[src/rmf_pkg.sv]
// Shared types and constants for the running median filter.
// No dependencies; every other file imports this package.
`timescale 1ns / 1ps
`default_nettype none

package rmf_pkg;

   localparam int DATA_W         = 10;
   localparam int WINDOW_DEFAULT = 16;

   typedef logic [DATA_W-1:0] data_type;

   // Walk marker carried by the entry that was just rewritten.
   typedef struct packed {
      logic token;
      logic up;
      logic dn;
   } tag_type;

   // What one cell shows its neighbors.
   typedef struct packed {
      data_type value;
      tag_type  tag;
   } entry_type;

   // Sequencer strobes to every cell.
   typedef struct packed {
      logic load;
      logic walk;
   } ctl_type;

endpackage

`default_nettype wire

[src/rmf_if.sv]
// Handshake interfaces for the sample and median channels.
// Depends on rmf_pkg for the data type.
`timescale 1ns / 1ps
`default_nettype none

interface rmf_req_if import rmf_pkg::*; ();
   logic     valid;
   logic     ready;
   data_type sample;

   modport source (output valid, output sample, input ready);
   modport sink   (input valid, input sample, output ready);
endinterface

interface rmf_rsp_if import rmf_pkg::*; ();
   logic     valid;
   logic     ready;
   data_type median;

   modport source (output valid, output median, input ready);
   modport sink   (input valid, input median, output ready);
endinterface

`default_nettype wire

[src/running_median_filter.sv]
// Running median filter top level: sequencer, chain of rank cells, output register.
// Depends on rmf_pkg, rmf_if (rmf_req_if, rmf_rsp_if) and rmf_cell.
//
// Usage:
//   req_if carries one 10-bit sample per transaction (valid && ready).
//   rsp_if returns one median per sample, in order, from a holding register.
//   The window holds the last WINDOW samples. A chain of WINDOW cells keeps
//   them sorted ascending; cell k is rank k and also records which window
//   slot it holds. A new sample overwrites the oldest slot's cell in place,
//   then that cell walks up or down by one neighbor swap per cycle until
//   the chain is sorted again. The median is read from cell WINDOW/2.
// Sequence: after accept the sequencer goes to ST_LOAD, which writes the sample,
//   then to ST_WALK for the swap walk; once the chain settles it captures the
//   median into the holding register. A walk makes at most WINDOW - 1 swaps.
// Throughput: one sample at a time; req ready is high only between samples.
//   The next sample can be taken the cycle after capture.
//   A sample may be accepted while the previous median still waits.
// Reset (synchronous, active high): window all zero, cell k owns slot k,
//   write slot zero, so the first sample lands in slot 1. No sweep needed.
// Stall: if rsp is still full when a walk finishes, the filter holds the
//   sorted chain and waits; no sample is accepted until the median is out.
`timescale 1ns / 1ps
`default_nettype none

module running_median_filter import rmf_pkg::*; #(
   parameter int WINDOW = WINDOW_DEFAULT
) (
   input wire logic clock,
   input wire logic reset,
   rmf_req_if.sink   req_if,
   rmf_rsp_if.source rsp_if
);

   localparam int SLOT_W = $clog2(WINDOW);
   localparam int MID    = WINDOW / 2;

   typedef enum logic [1:0] {
      ST_IDLE,
      ST_LOAD,
      ST_WALK,
      ST_HOLD
   } state_type;

   state_type         state_ff;
   logic [SLOT_W-1:0] wslot_ff;
   data_type          sample_ff;
   logic              rsp_valid_ff;
   data_type          median_ff;

   entry_type         ent  [WINDOW];
   logic [SLOT_W-1:0] slot [WINDOW];
   logic [WINDOW-1:0] sup, sdn, tokens;
   ctl_type           ctl;
   logic              any_swap, req_fire, out_free, capture;

   // Edge stand-ins: strict compares against these never pass.
   localparam entry_type LO_EDGE = '{value: '0, tag: '0};
   localparam entry_type HI_EDGE = '{value: '1, tag: '0};

   assign ctl.load = (state_ff == ST_LOAD);
   assign ctl.walk = (state_ff == ST_WALK);

   for (genvar k = 0; k < WINDOW; k++) begin : g_cell
      entry_type         lo_e, hi_e;
      logic [SLOT_W-1:0] lo_s, hi_s;
      logic              lo_up, hi_dn;

      if (k == 0) begin : g_lo_edge
         assign lo_e  = LO_EDGE;
         assign lo_s  = '0;
         assign lo_up = 1'b0;
      end else begin : g_lo
         assign lo_e  = ent[k-1];
         assign lo_s  = slot[k-1];
         assign lo_up = sup[k-1];
      end

      if (k == WINDOW - 1) begin : g_hi_edge
         assign hi_e  = HI_EDGE;
         assign hi_s  = '0;
         assign hi_dn = 1'b0;
      end else begin : g_hi
         assign hi_e  = ent[k+1];
         assign hi_s  = slot[k+1];
         assign hi_dn = sdn[k+1];
      end

      rmf_cell #(.SLOT_W(SLOT_W)) u_cell (
         .clock      (clock),
         .reset      (reset),
         .ctl        (ctl),
         .rst_slot   (SLOT_W'(k)),
         .wr_slot    (wslot_ff),
         .wr_value   (sample_ff),
         .lo_entry   (lo_e),
         .lo_slot    (lo_s),
         .lo_swap_up (lo_up),
         .hi_entry   (hi_e),
         .hi_slot    (hi_s),
         .hi_swap_dn (hi_dn),
         .entry      (ent[k]),
         .slot       (slot[k]),
         .swap_up    (sup[k]),
         .swap_dn    (sdn[k])
      );

      assign tokens[k] = ent[k].tag.token;
   end

   assign any_swap = (|sup) || (|sdn);
   assign req_fire = req_if.valid && (state_ff == ST_IDLE);
   assign out_free = !rsp_valid_ff || rsp_if.ready;
   // Chain settled and the result register can take the median.
   assign capture  = (state_ff == ST_WALK || state_ff == ST_HOLD) && !any_swap && out_free;

   // Sequencer and result register.
   always_ff @(posedge clock) begin
      if (reset) begin
         state_ff     <= ST_IDLE;
         wslot_ff     <= '0;
         rsp_valid_ff <= 1'b0;
      end else begin
         if (rsp_valid_ff && rsp_if.ready && !capture) begin
            rsp_valid_ff <= 1'b0;
         end
         unique case (state_ff)
            ST_IDLE: begin
               if (req_fire) begin
                  sample_ff <= req_if.sample;
                  wslot_ff  <= (wslot_ff == SLOT_W'(WINDOW - 1)) ? '0
                                                                  : wslot_ff + 1'b1;
                  state_ff  <= ST_LOAD;
               end
            end
            ST_LOAD: begin
               state_ff <= ST_WALK;
            end
            ST_WALK, ST_HOLD: begin
               if (!any_swap) begin
                  if (out_free) begin
                     median_ff    <= ent[MID].value;
                     rsp_valid_ff <= 1'b1;
                     state_ff     <= ST_IDLE;
                  end else begin
                     state_ff <= ST_HOLD;
                  end
               end
            end
            default: state_ff <= ST_IDLE;
         endcase
      end
   end

   assign req_if.ready  = (state_ff == ST_IDLE);
   assign rsp_if.valid  = rsp_valid_ff;
   assign rsp_if.median = median_ff;

   // Exactly one walking entry while the chain is being re-sorted.
   a_one_token: assert property (@(posedge clock) disable iff (reset)
      (state_ff == ST_WALK) |-> $onehot(tokens))
      else $error("walk without a single token");

   // The chain never swaps outside the walk phase.
   a_quiet: assert property (@(posedge clock) disable iff (reset)
      (state_ff != ST_WALK) |-> !any_swap)
      else $error("swap outside walk");

   // An accepted sample is loaded on the next cycle.
   a_load: assert property (@(posedge clock) disable iff (reset)
      (req_if.valid && req_if.ready) |=> (state_ff == ST_LOAD))
      else $error("accept not followed by load");

   // A captured median is the middle rank of the settled chain.
   a_capture: assert property (@(posedge clock) disable iff (reset)
      capture |=> (rsp_valid_ff && median_ff == $past(ent[MID].value)))
      else $error("median capture mismatch");

endmodule

`default_nettype wire

[src/rmf_cell.sv]
// One rank position of the sorted chain: value, owning slot and walk tag.
// Depends on rmf_pkg; swaps contents with a neighbor on request.
`timescale 1ns / 1ps
`default_nettype none

module rmf_cell import rmf_pkg::*; #(
   parameter int SLOT_W = 4
) (
   input  wire logic              clock,
   input  wire logic              reset,
   input  wire ctl_type           ctl,
   input  wire logic [SLOT_W-1:0] rst_slot,
   input  wire logic [SLOT_W-1:0] wr_slot,
   input  wire data_type          wr_value,
   input  wire entry_type         lo_entry,
   input  wire logic [SLOT_W-1:0] lo_slot,
   input  wire logic              lo_swap_up,
   input  wire entry_type         hi_entry,
   input  wire logic [SLOT_W-1:0] hi_slot,
   input  wire logic              hi_swap_dn,
   output      entry_type         entry,
   output      logic [SLOT_W-1:0] slot,
   output      logic              swap_up,
   output      logic              swap_dn
);

   entry_type         entry_ff, entry_in;
   logic [SLOT_W-1:0] slot_ff, slot_in;

   // Only the token holder asks; neighbors are strict-compare stops.
   assign swap_up = ctl.walk && entry_ff.tag.token && entry_ff.tag.up &&
                    (hi_entry.value < entry_ff.value);
   assign swap_dn = ctl.walk && entry_ff.tag.token && entry_ff.tag.dn &&
                    (lo_entry.value > entry_ff.value);

   always_comb begin
      entry_in = entry_ff;
      slot_in  = slot_ff;
      if (ctl.load) begin
         entry_in.tag = '0;
         if (slot_ff == wr_slot) begin
            entry_in.value     = wr_value;
            entry_in.tag.token = 1'b1;
            entry_in.tag.up    = entry_ff.value < wr_value;
            entry_in.tag.dn    = entry_ff.value > wr_value;
         end
      end else if (lo_swap_up || swap_dn) begin
         entry_in = lo_entry;
         slot_in  = lo_slot;
      end else if (hi_swap_dn || swap_up) begin
         entry_in = hi_entry;
         slot_in  = hi_slot;
      end
   end

   always_ff @(posedge clock) begin
      if (reset) begin
         entry_ff <= '0;
         slot_ff  <= rst_slot;
      end else begin
         entry_ff <= entry_in;
         slot_ff  <= slot_in;
      end
   end

   assign entry = entry_ff;
   assign slot  = slot_ff;

endmodule

`default_nettype wire

[src/flat_wrapper.sv]
// flat-port wrapper written by rule: the top's interface ports become plain ports
module running_median_filter_flat import rmf_pkg::*;
#(
   parameter int WINDOW = WINDOW_DEFAULT
)
  (clock, reset, req_if_valid, req_if_sample, req_if_ready, rsp_if_valid, rsp_if_median, rsp_if_ready);
  rmf_req_if req_if_i ();
  rmf_rsp_if rsp_if_i ();
  input wire logic clock;
  input wire logic reset;
  input wire logic [$bits(req_if_i.valid)-1:0] req_if_valid;
  input wire logic [$bits(req_if_i.sample)-1:0] req_if_sample;
  output wire logic [$bits(req_if_i.ready)-1:0] req_if_ready;
  output wire logic [$bits(rsp_if_i.valid)-1:0] rsp_if_valid;
  output wire logic [$bits(rsp_if_i.median)-1:0] rsp_if_median;
  input wire logic [$bits(rsp_if_i.ready)-1:0] rsp_if_ready;
  assign req_if_i.valid = req_if_valid;
  assign req_if_i.sample = req_if_sample;
  assign req_if_ready = req_if_i.ready;
  assign rsp_if_valid = rsp_if_i.valid;
  assign rsp_if_median = rsp_if_i.median;
  assign rsp_if_i.ready = rsp_if_ready;
  running_median_filter #(.WINDOW(WINDOW)) u_core (.clock(clock), .reset(reset), .req_if(req_if_i), .rsp_if(rsp_if_i));
endmodule
[config.mk]
export PLATFORM = sky130hd
export DESIGN_NAME = running_median_filter_flat
export DESIGN_NICKNAME = d
export VERILOG_FILES = /design/src/rmf_pkg.sv /design/src/rmf_if.sv /design/src/running_median_filter.sv /design/src/rmf_cell.sv /design/src/flat_wrapper.sv
export SDC_FILE = /design/constraint.sdc
export NUM_CORES = 1
export LEC_CHECK = 0
export BUFFER_PORTS_ARGS = -buffer_cell sky130_fd_sc_hd__buf_2
export CAP_MARGIN = 10
export CORE_MARGIN = 8
export CORE_UTILIZATION = 65
export DETAILED_ROUTE_END_ITERATION = 7
export PLACE_DENSITY = 0.81
export SLEW_MARGIN = 10
export SYNTH_ARGS = -nofsm -noshare
export SYNTH_HDL_FRONTEND = slang
export SYNTH_HIERARCHICAL = 1
export SYNTH_SLANG_ARGS = --single-unit
[constraint.sdc]
create_clock -name clock -period 5.5 [get_ports clock]
set_input_delay 0 -clock clock [delete_from_list [all_inputs] [get_ports clock]]
set_output_delay 0 -clock clock [all_outputs]
set_load 0.02 [all_outputs]
# Yosys cells after proc, flatten, opt, wreduce, memory -nomap -nowiden

Index checks and enable logic that the tools add are counted.

Add/subtract/negate cells: 1
$lt $le $gt $ge: 64
Equal/unequal tests: 38
Mux-type cells: 105
Bitwise gates (word level): 3
Reductions and logical operators: 178

Operators with widths:

| operator               | count |
|---|---|
| $mux W13               | 64 |
| $gt A10 B10 Y1         | 31 |
| $lt A10 B10 Y1         | 31 |
| $mux W4                | 33 |
| $logic_and A1 B1 Y1    | 85 |
| $reduce_and A2 Y1      | 34 |
| $eq A4 B4 Y1           | 16 |
| $reduce_bool A3 Y1     | 16 |
| $ne A2 B2 Y1 const B   | 17 |
| $reduce_bool A2 Y1     | 16 |
| $reduce_or A16 Y1      | 2 |
| $logic_or A1 B1 Y1     | 18 |
| $gt A1 B10 Y1 const A  | 1 |
| $lt A10 B10 Y1 const A | 1 |
| $mux W2                | 3 |
| $pmux W2 S3            | 1 |
| $add A4 B1 Y4 const B  | 1 |
| $eq A2 B2 Y1 const B   | 2 |
| $eq A4 B4 Y1 const B   | 1 |
| $mux W1                | 4 |
| $reduce_and A4 Y1      | 1 |
| $logic_not A1 Y1       | 3 |
| $not A1 Y1             | 3 |
| $reduce_and A3 Y1      | 1 |
| 4 further kinds        | 4 |

Register bits: 299
Bits of input ports: 14
Output and inout port bits: 12
Word-level logic and storage cells: 474

# Logic depth before layout (Yosys ltp)

Gate-level depths: netlist of run 1.

Depth in word-level cells: 15
Mapped depth: 12
Gate-level depth less buffers: 11

# Modules after synthesis

The synthesis of run 1 kept the hierarchy.

Modules (own cells, without submodules):

| module                                  | instances | cells each | area an instance (µm²) | sequential area each (µm²) |
|---|---|---|---|---|
| rmf_cell at u_core.g_cell[0].u_cell ... | 15        | 227        | 2052.0                 | 380.4 |
| rmf_cell at u_core.g_cell[9].u_cell     | 1         | 232        | 1983.2                 | 380.4 |
| running_median_filter                   | 1         | 71         | 1017.2                 | 740.7 |

# Least setup slack after synthesis of run 1

Ideal clock, no wire load.

Path type: register to register
Start: register u_core.state_ff[1]
End: register u_core.g_cell[9].u_cell.entry_ff (netlist bit u_core/g_cell[9].u_cell/entry[12])
Library setup time: 0.138 ns
Arrival: 3.579 ns
Data required time: 5.362 ns
Path slack: 1.783 ns
Stages on the path, launching flop included: 8
Path buffers: 1
Period minus slack after synthesis: 3.717 ns
Cells stage by stage: dfxtp_1 -> and2b_1 -> inv_1 -> nor3_2 -> a211oi_2 -> buf_2 -> a211oi_1 -> a221oi_2

RTL lines:

| element                  | RTL line                     | text |
|---|---|---|
| start: declaration       | running_median_filter.sv:44  | `state_type state_ff;` |
| start signal: assignment | running_median_filter.sv:119 | `state_ff <= ST_IDLE;` |
| start signal: assignment | running_median_filter.sv:132 | `state_ff <= ST_LOAD;` |
| start signal: assignment | running_median_filter.sv:136 | `state_ff <= ST_WALK;` |
| end signal: assignment   | rmf_cell.sv:61               | `entry_ff <= entry_in;` |
| end: declaration         | rmf_cell.sv:27               | `entry_type entry_ff, entry_in;` |

# Worst setup path after layout of run 1

Start: register u_core.g_cell[13].u_cell.entry_ff (netlist bit u_core/g_cell[13].u_cell/entry[10])
End: register u_core.median_ff[4] (netlist: u_core/rsp_if.median[4]), enable pin

Word-level cells in the longest chain between the ends: 6
Elaborated cells on any way between the ends: 13
Those cells by class: order compare (4); bitwise (1); reduce/logical (8)

Ends and longest elaborated chain:

| element                            | RTL line                     | text |
|---|---|---|
| start: declaration                 | rmf_cell.sv:27               |  |
| start signal: assignment           | rmf_cell.sv:61               |  |
| $gt A10 B10 Y1                     | rmf_cell.sv:34               | `(lo_entry.value > entry_ff.value);` |
| $logic_and A1 B1 Y1                | rmf_cell.sv:33               | `assign swap_dn = ctl.walk && entry_ff.tag.token && entry_ff.tag.dn &&` |
| net u_core.g_cell[12].hi_dn        | running_median_filter.sv:66  | `logic lo_up, hi_dn;` |
| $reduce_or A16 Y1                  | running_median_filter.sv:110 | `assign any_swap = (\|sup) \|\| (\|sdn);` |
| $logic_or A1 B1 Y1                 | running_median_filter.sv:110 |  |
| $not A1 Y1 (no source line)        | n/a                          |  |
| $reduce_and A4 Y1 (no source line) | n/a                          |  |
| end signal: assignment             | running_median_filter.sv:141 | `median_ff <= ent[MID].value;` |
| end: declaration                   | running_median_filter.sv:48  | `data_type median_ff;` |

The timed path passes the listed nets, and every way through them passes these cells.
A chain may end at the register's enable or synchronous reset.

==> impl_summary.log, run 1 <==
[metrics] status: complete, no violations
[metrics] post-DP HPWL: approximately 73000 um
[metrics] setup repair after global routing missed its margin: false
[metrics] sink count of the clock tree: about 300
[metrics] post-route non-filler standard cell count: 4463
[metrics] part of the cycle the worst path needs: between 80% and 90%
[metrics] global-route congestion overflow total: 0
[metrics] first-pass GRT wire length: around 160000 um
[metrics] worst ir drop on vdd: 0.220 mV
[metrics] detailed-routing iteration count for the pre-antenna-repair pass: 6
[metrics] largest cells by area after synthesis: ha_1 (17%), a221oi_2 (13%), dfxtp_1 (13%), edfxtp_1 (7.5%), a21o_1 (5.7%)
[metrics] count of final hold-check violations: 0
[metrics] fmax: 0.209 GHz
[metrics] # setup viols final: 0
[metrics] most used flip-flop cell after synthesis: dfxtp_1
[metrics] most common cell in the synthesized netlist: ha_1
[metrics] CTS root buffer: clkbuf_16
[metrics] die area: 59500 um2
[metrics] worst-case clock buffer depth: 3
[metrics] placed cell count: roughly 4400
[metrics] per-cell via count in the routed design: 6.97
[metrics] number of ports placed on the die boundary: 26
[metrics] number of storage elements in the synthesis netlist: 299
[metrics] top cells by instance count after synthesis: ha_1 (465), inv_1 (383), a221oi_2 (288), o21ai_0 (261), a21o_1 (256)
[metrics] standard cell core area: 51300 um2
[metrics] maximum number of pins on one net before global-route repair: ~170
[metrics] Layout fillers: 3983
[metrics] clock-pin slew of the registers on the worst-case setup and hold paths: 0.06 ns
[metrics] area share of the largest cell type after synthesis: between 10% and 20%
[metrics] category of the critical setup timing path: reg -> reg
[metrics] number of enable flip-flop cells after synthesis: 84
[metrics] normalized max-slew margin: approximately an eighth
[metrics] smallest hold slack: ~0.13 ns
[metrics] shortest clock period the worst path allows after layout: 4.78 ns
[metrics] element type at the critical path end: flop
[metrics] Die X-Extent: 244 um
[metrics] count of input and output buffers: 25
[metrics] power density of the placed cells: 206 nW/um2
[metrics] effective utilization at floorplan: 65.8%
[metrics] number of buffers created by CTS: 40
[metrics] total routed wirelength: 101000 um
[metrics] Yosys top cell by area: ha_1
[metrics] layout cell share with drive strength beyond 1: 16.8%
[metrics] DR vias: 31118
[metrics] nature of the critical path startpoint: flop
[metrics] # rows: 83
[metrics] required time reported for the critical path endpoint: 5.70 ns
[metrics] synthesis warning total: 6
[metrics] maximum clock skew at final layout: 0.0228 ns
[metrics] antenna-violating nets left: 0
[metrics] initial detailed-routing violation count: 3562
[metrics] Synth async-reset ratio: 0%
[metrics] Mapped Cells: 3708
[metrics] worst min-delay path category: in -> reg
[metrics] Layout area overhead: 5.74%
[metrics] Slew Limit Fails: 0
[metrics] pre-CTS setup slack: 0.849 ns
[metrics] end-of-flow core utilization: 69.6%
[metrics] synth unique cells: around 70
[metrics] Arr. time, crit path: 4.98 ns
[metrics] number of DRC violations after detailed routing: 0
[metrics] mean instance size in the synthesized netlist: 9.11 um2
[metrics] crit path setup slack, layout: approximately 0.72 ns
[metrics] sequential area share after synthesis: 20.2%
[metrics] maximum net fanout on the critical path: 10
[metrics] depth of the CTS H-tree: 2
[metrics] overall routing resource usage: 32.5%
[metrics] gpl congestion: 0.962
[metrics] antenna diode count: 0
[metrics] reported leakage power: approximately 15 nW
[metrics] detailed-route wire length per cell: 22.6 um
[metrics] cell area after technology mapping: 33800 um2
[metrics] initial antenna violation count: 0
[metrics] MaxCap Viol Count: 0
[metrics] clock insertion delay at the later pin of the skew report: 0.58 ns
[metrics] number of global-route vias before repair: 30573
[metrics] final net count: 4230
[metrics] vertical extent of the die: 244 um
[metrics] TritonCTS clock tree: yes
[metrics] total negative setup slack: 0 ns
[metrics] Worst Max-Slew Pin Slew: 1.32 ns
==> path summary, 6_finish.rpt <==
check	startpoint	to	slack, ns	cells after the start
min	req_if_sample[7]	u_core/sample_ff[7]	0.13	2
max reg2reg	u_core/g_cell[13].u_cell/entry[10]	u_core/rsp_if.median[4]	0.72	10
min reg2reg	u_core/g_cell[9].u_cell/entry[8]	u_core/g_cell[9].u_cell/entry[8]	0.57	2
max	u_core/g_cell[13].u_cell/entry[10]	u_core/rsp_if.median[4]	0.72	10
==> stage by stage <==
step	power (mW)	instance area (um2)
final	7.36	35700
after floorplan	4.12	34200
after CTS	7.31	35700
after detailed placement	4.52	34200
after global placement	4.48	34200
after global routing	7.65	35700
==> what timing repair did <==
item	4_1_cts	5_1_grt
setup buffers	0	0
gates resized for setup	0	0
hold endpoints to repair	51	0
hold buffers	13	0
==> placed cells by master, fill, tap and decap left out, drive strengths merged, types with 17 or more instances in the layout <==
cell / n
nand4: 64
a311oi: 34
dfxtp: 215
inv: 398
buf: 90
nand3: 261
nand2: 132
conb: 123
nor2b: 48
a2111oi: 32
a221oi: 310
a21o: 256
mux2i: 79
ha: 465
a211oi: 74
clkbuf: 60
and2: 19
or2: 31
nand2b: 63
and4b: 63
and4: 34
xor2: 17
edfxtp: 84
nor4: 17
a21oi: 163
nor2: 83
o21ai: 337
==> flip-flops by register name (all words and copies together) (netlist names) <==
name                        count
u_core/rsp_if.valid             1
u_core/sample_ff               10
u_core/wslot_ff                 4
u_core/rsp_if.median           10
u_core/g_cell.u_cell/entry    208
u_core/g_cell.u_cell/slot      64
u_core/state_ff                 2
==> power breakdown <==
group          internal [mW]  switching (mW)  total, mW  leakage (nW)
combinational          0.696            1.28       1.98          11.3
sequential              2.40           0.190       2.59          2.57
clock                   1.69            1.10       2.80         0.660
==> routing by layer <==
metal,vias to the layer above,GRT usage (%),wire [um]
li1,14357,-,-
met1,14737,41.5,41000
met2,1641,52.8,45200
met3,383,6.31,9510
met4,0,15.2,5180
met5,-,0,0
==> area by class of cell <==
type,count,area (um2),share of cell area (%)
Timing Repair Buffer,104,798,2.23
Inverter,398,1490,4.18
Clock buffer,59,1150,3.23
Multi-Input combinational cell,2908,24400,68.2
Tap cell,680,851,2.38
Clock inverter,15,216,0.606
Sequential cell,299,6830,19.1
==> logic make-up after synthesis <==
kind of cell	after synthesis	share of synthesized area, %
AOI/OAI and AO/OA	1367	35.8
and+or+nand+nor	853	14.8
buffers and inverters	622	9.00
adders and majority gates	465	17.2
DFF	299	20.2
muxes	80	2.39
xor gates and xnor gates	20	0.541
other	2	0.0222
==> critical path, cell delays in order, from the launching register on <==
cell and delay (ns):
dfxtp_1 0.48, inv_1 0.16, ha_1 0.33, a211oi_1 0.22
nor2_1 0.12, a2111oi_0 0.43, nor2_1 0.17, nor4_1 1.09
and4_1 0.47, nand3_1 0.21, nor3b_2 0.70
No activity file was read; power rests on OpenSTA's default activity.
==> run 2, diff against run 1 <==
--- a/config.mk
+++ b/config.mk
@@ -8,9 +8,9 @@
 export BUFFER_PORTS_ARGS = -buffer_cell sky130_fd_sc_hd__buf_2
 export CAP_MARGIN = 10
 export CORE_MARGIN = 8
-export CORE_UTILIZATION = 65
+export CORE_UTILIZATION = 60
 export DETAILED_ROUTE_END_ITERATION = 7
-export PLACE_DENSITY = 0.81
+export PLACE_DENSITY = 0.79
 export SLEW_MARGIN = 10
 export SYNTH_ARGS = -nofsm -noshare
 export SYNTH_HDL_FRONTEND = slang
==> constraint.sdc (replaced) <==
create_clock -name clock -period 4.1 [get_ports clock]
set_input_delay 0 -clock clock [delete_from_list [all_inputs] [get_ports clock]]
set_output_delay 0 -clock clock [all_outputs]
set_load 0.02 [all_outputs]
==> run 2 against run 1 <==
  * Sequential power increased by 34%
  * Register-to-register slack got worse by 0.50 ns
  * Critical endpoint is now u_core/g_cell[15].u_cell/entry[4]
  * Clock skew decreased by 0.0081 ns
  * First-iteration DRC count decreased by 13%
  * Clock power increased by 31%
  * Critical path depth unchanged
  * Sequential share of layout area decreased by 0.35 points
  * Final cell count increased by 3.5%
  * Utilization decreased by 4.7 points
==> impl_summary.log, run 2 (same netlist as run 1, synthesis figures left out) <==
[metrics] overall routing resource usage: 30.6% (was 32.5%)
[metrics] power density of the placed cells: 272 nW/um2 (was 206 nW/um2)
[metrics] number of DRC violations after detailed routing: 0 (unchanged)
[metrics] DR vias: 31243 (was 31118)
[metrics] depth of the CTS H-tree: 2 (unchanged)
[metrics] first-pass GRT wire length: 161000 um (was 163000 um)
[metrics] Hold Path End: u_core/sample_ff[6] (was u_core/sample_ff[7])
[metrics] placed cell count: 4530 (was 4374)
[metrics] MaxCap Viol Count: 0 (unchanged)
[metrics] pre-CTS setup slack: 0.362 ns (was 0.849 ns)
[metrics] per-cell via count in the routed design: 6.77 (was 6.97)
[metrics] Worst Max-Slew Pin Slew: 1.24 ns (was 1.32 ns)
[metrics] number of ports placed on the die boundary: 26 (unchanged)
[metrics] element type at the critical path end: flop (unchanged)
[metrics] nature of the critical path startpoint: flop (unchanged)
[metrics] commonest cells after routing, fill and taps aside: ha_1 (465), inv_1 (383), a221oi_2 (288) (unchanged)
[metrics] post-cts gate resize count: 0 (unchanged)
[metrics] reported leakage power: 14.9 nW (was 14.6 nW)
[metrics] Arr. time, crit path: 4.36 ns (was 4.98 ns)
[metrics] category of the critical setup timing path: reg -> reg (unchanged)
[metrics] worst ir drop on vdd: 0.262 mV (was 0.220 mV)
[metrics] required time reported for the critical path endpoint: 4.59 ns (was 5.70 ns)
[metrics] count of final hold-check violations: 0 (unchanged)
[metrics] global-route congestion overflow total: 0 (unchanged)
[metrics] hold path start: req_if_sample[6] (was req_if_sample[7])
[metrics] most common library cell in the layout ignoring fill and taps: ha_1 (unchanged)
[metrics] start of the worst register-to-register path: u_core/state_ff[1] (was u_core/g_cell[13].u_cell/entry[10])
[metrics] clock insertion delay at the later pin of the skew report: 0.58 ns (about the same)
[metrics] # setup viols final: 0 (unchanged)
[metrics] number of buffers created by CTS: 39 (was 40)
[metrics] status: complete, no violations (unchanged)
[metrics] detailed-routing iteration count for the pre-antenna-repair pass: 7 (was 6)
[metrics] placed cell area: 34900 um2 (was 34200 um2)
[metrics] final net count: 4309 (was 4230)
[metrics] detailed-route wire length per cell: 22.1 um (was 22.6 um)
[metrics] Layout area overhead: 7.71% (was 5.74%)
[metrics] crit path setup slack, layout: 0.224 ns (was 0.724 ns)
[metrics] Die X-Extent: 253 um (was 244 um)
[metrics] worst reg2reg setup slack: 0.22 ns (was 0.72 ns)
[metrics] post-DP HPWL: 75000 um (was 73000 um)
[metrics] initial antenna violation count: 1 (was 0)
[metrics] Slew Limit Fails: 0 (unchanged)
[metrics] antenna-violating nets left: 0 (unchanged)
[metrics] count of input and output buffers: 25 (unchanged)
[metrics] setup repair after global routing missed its margin: false (unchanged)
[metrics] post-route non-filler standard cell count: 4617 (was 4463)
[metrics] shortest clock period the worst path allows after layout: 3.88 ns (was 4.78 ns)
[metrics] CTS root buffer: clkbuf_16 (unchanged)
[metrics] gpl congestion: 0.989 (was 0.962)
[metrics] normalized max-slew margin: 17.0% (was 11.8%)
[metrics] max FFs per register: 208 (unchanged)
[metrics] maximum net fanout on the critical path: 32 (was 10)
[metrics] # rows: 87 (was 83)
[metrics] clock-pin slew of the registers on the worst-case setup and hold paths: 0.06 ns (about the same)
[metrics] standard cell core area: 56100 um2 (was 51300 um2)
[metrics] total routed wirelength: 102000 um (was 101000 um)
[metrics] Worst R2R Path Depth: 10 (unchanged)
[metrics] Worst setup startpoint: u_core/state_ff[1] (was u_core/g_cell[13].u_cell/entry[10])
[metrics] final design instance area without fill: 36400 um2 (was 35700 um2)
[metrics] vertical extent of the die: 253 um (was 244 um)
[metrics] total negative setup slack: 0 ns (unchanged)
[metrics] die area: 64100 um2 (was 59500 um2)
[metrics] maximum number of pins on one net before global-route repair: 117 (was 167)
[metrics] effective utilization at floorplan: 60.3% (was 65.8%)
[metrics] worst-case clock buffer depth: 3 (unchanged)
[metrics] initial detailed-routing violation count: 3116 (was 3562)
[metrics] count of buffers added by post-CTS timing repair for setup: 0 (unchanged)
[metrics] worst min-delay path category: in -> reg (unchanged)
[metrics] TritonCTS clock tree: yes (unchanged)
[metrics] antenna diode count: 0 (unchanged)
[metrics] part of the cycle the worst path needs: 94.5% (was 86.8%)
[metrics] endpoint of the worst-slack reg-to-reg timing path: u_core/g_cell[15].u_cell/entry[4] (was u_core/rsp_if.median[4])
[metrics] number of global-route vias before repair: 30141 (was 30573)
[metrics] fmax: 0.258 GHz (was 0.209 GHz)
[metrics] maximum clock skew at final layout: 0.0147 ns (was 0.0228 ns)
[metrics] Power Total: 9.90 mW (was 7.36 mW)
[metrics] hold-critical path depth: 2 (unchanged)
[metrics] sink count of the clock tree: 299 (unchanged)
[metrics] layout cell share with drive strength beyond 1: 18.4% (was 16.8%)
## run 2: changes by cell type in the layout (fill, tap and decap cells not counted), sizes merged
cell and change:
inv +3, clkbuf -8, dlygate4sd3 +2, bufinv +2
buf +79, clkinv +1, clkinvlp -1
## run 2: stage by stage
step,util (%),hold WS [ns]
after floorplan,-,0.0989
after global placement,62.3,0.177
after detailed placement,62.3,0.178
after CTS,64.9,0.108
after global routing,64.9,0.126
final,64.9,0.125
## run 2: cell type report
cell class | count | area (um2)
inverters | 398 | 1490
multi-input cells | 2908 | 24400
fillers | 4546 | 19700
well taps | 756 | 946
flip-flops and latches | 299 | 6830
clock inverters | 20 | 282
clock buffers | 52 | 1030
repair buffers | 184 | 1430
## run 2: how the worst max path moves through the flow
| stage | endpoint | slack, ns | cells after the start |
|---|---|---|---|
| floorplan | u_core/g_cell[9].u_cell/entry[12] | 0.38 | 7 |
| global placement | u_core/rsp_if.median[3] | 0.45 | 12 |
| detailed placement | u_core/rsp_if.median[7] | 0.36 | 12 |
| CTS | u_core/rsp_if.valid | 0.33 | 12 |
| global route | u_core/rsp_if.median[9] | 0.08 | 12 |
| finish | u_core/g_cell[15].u_cell/entry[4] | 0.22 | 10 |
## run 2: critical path, cell delays in order (launching register included)
cell and delay (ns):
dfxtp_1 0.49, nor2b_2 0.20, buf_4 0.35, and4b_1 0.26
o21ai_0 0.12, a31oi_1 0.31, and2_1 0.36, nand2b_1 0.53
nand2_4 0.35, a21o_1 0.45, a221oi_2 0.35
## run 2: repair_timing
item                                    4_1_cts  5_1_grt
hold buffers                                 15        0
endpoints found under the setup margin        0        0
hold endpoints to repair                     18        0
## run 2: where the power goes
part | leakage [nW] | switching (mW) | internal (mW)
sequential | 2.57 | 0.241 | 3.22
combinational | 11.7 | 1.76 | 1.02
clock | 0.636 | 1.46 | 2.22
## run 2: metal layers
metal | up-vias | global-route usage, % | part of all wire (%)
met4 | 4 | 15.3 | 5.2
met5 | - | 0 | 0.024
li1 | 14496 | - | -
met2 | 1486 | 50.0 | 46
met1 | 14846 | 39.1 | 41
met3 | 411 | 4.63 | 8.0
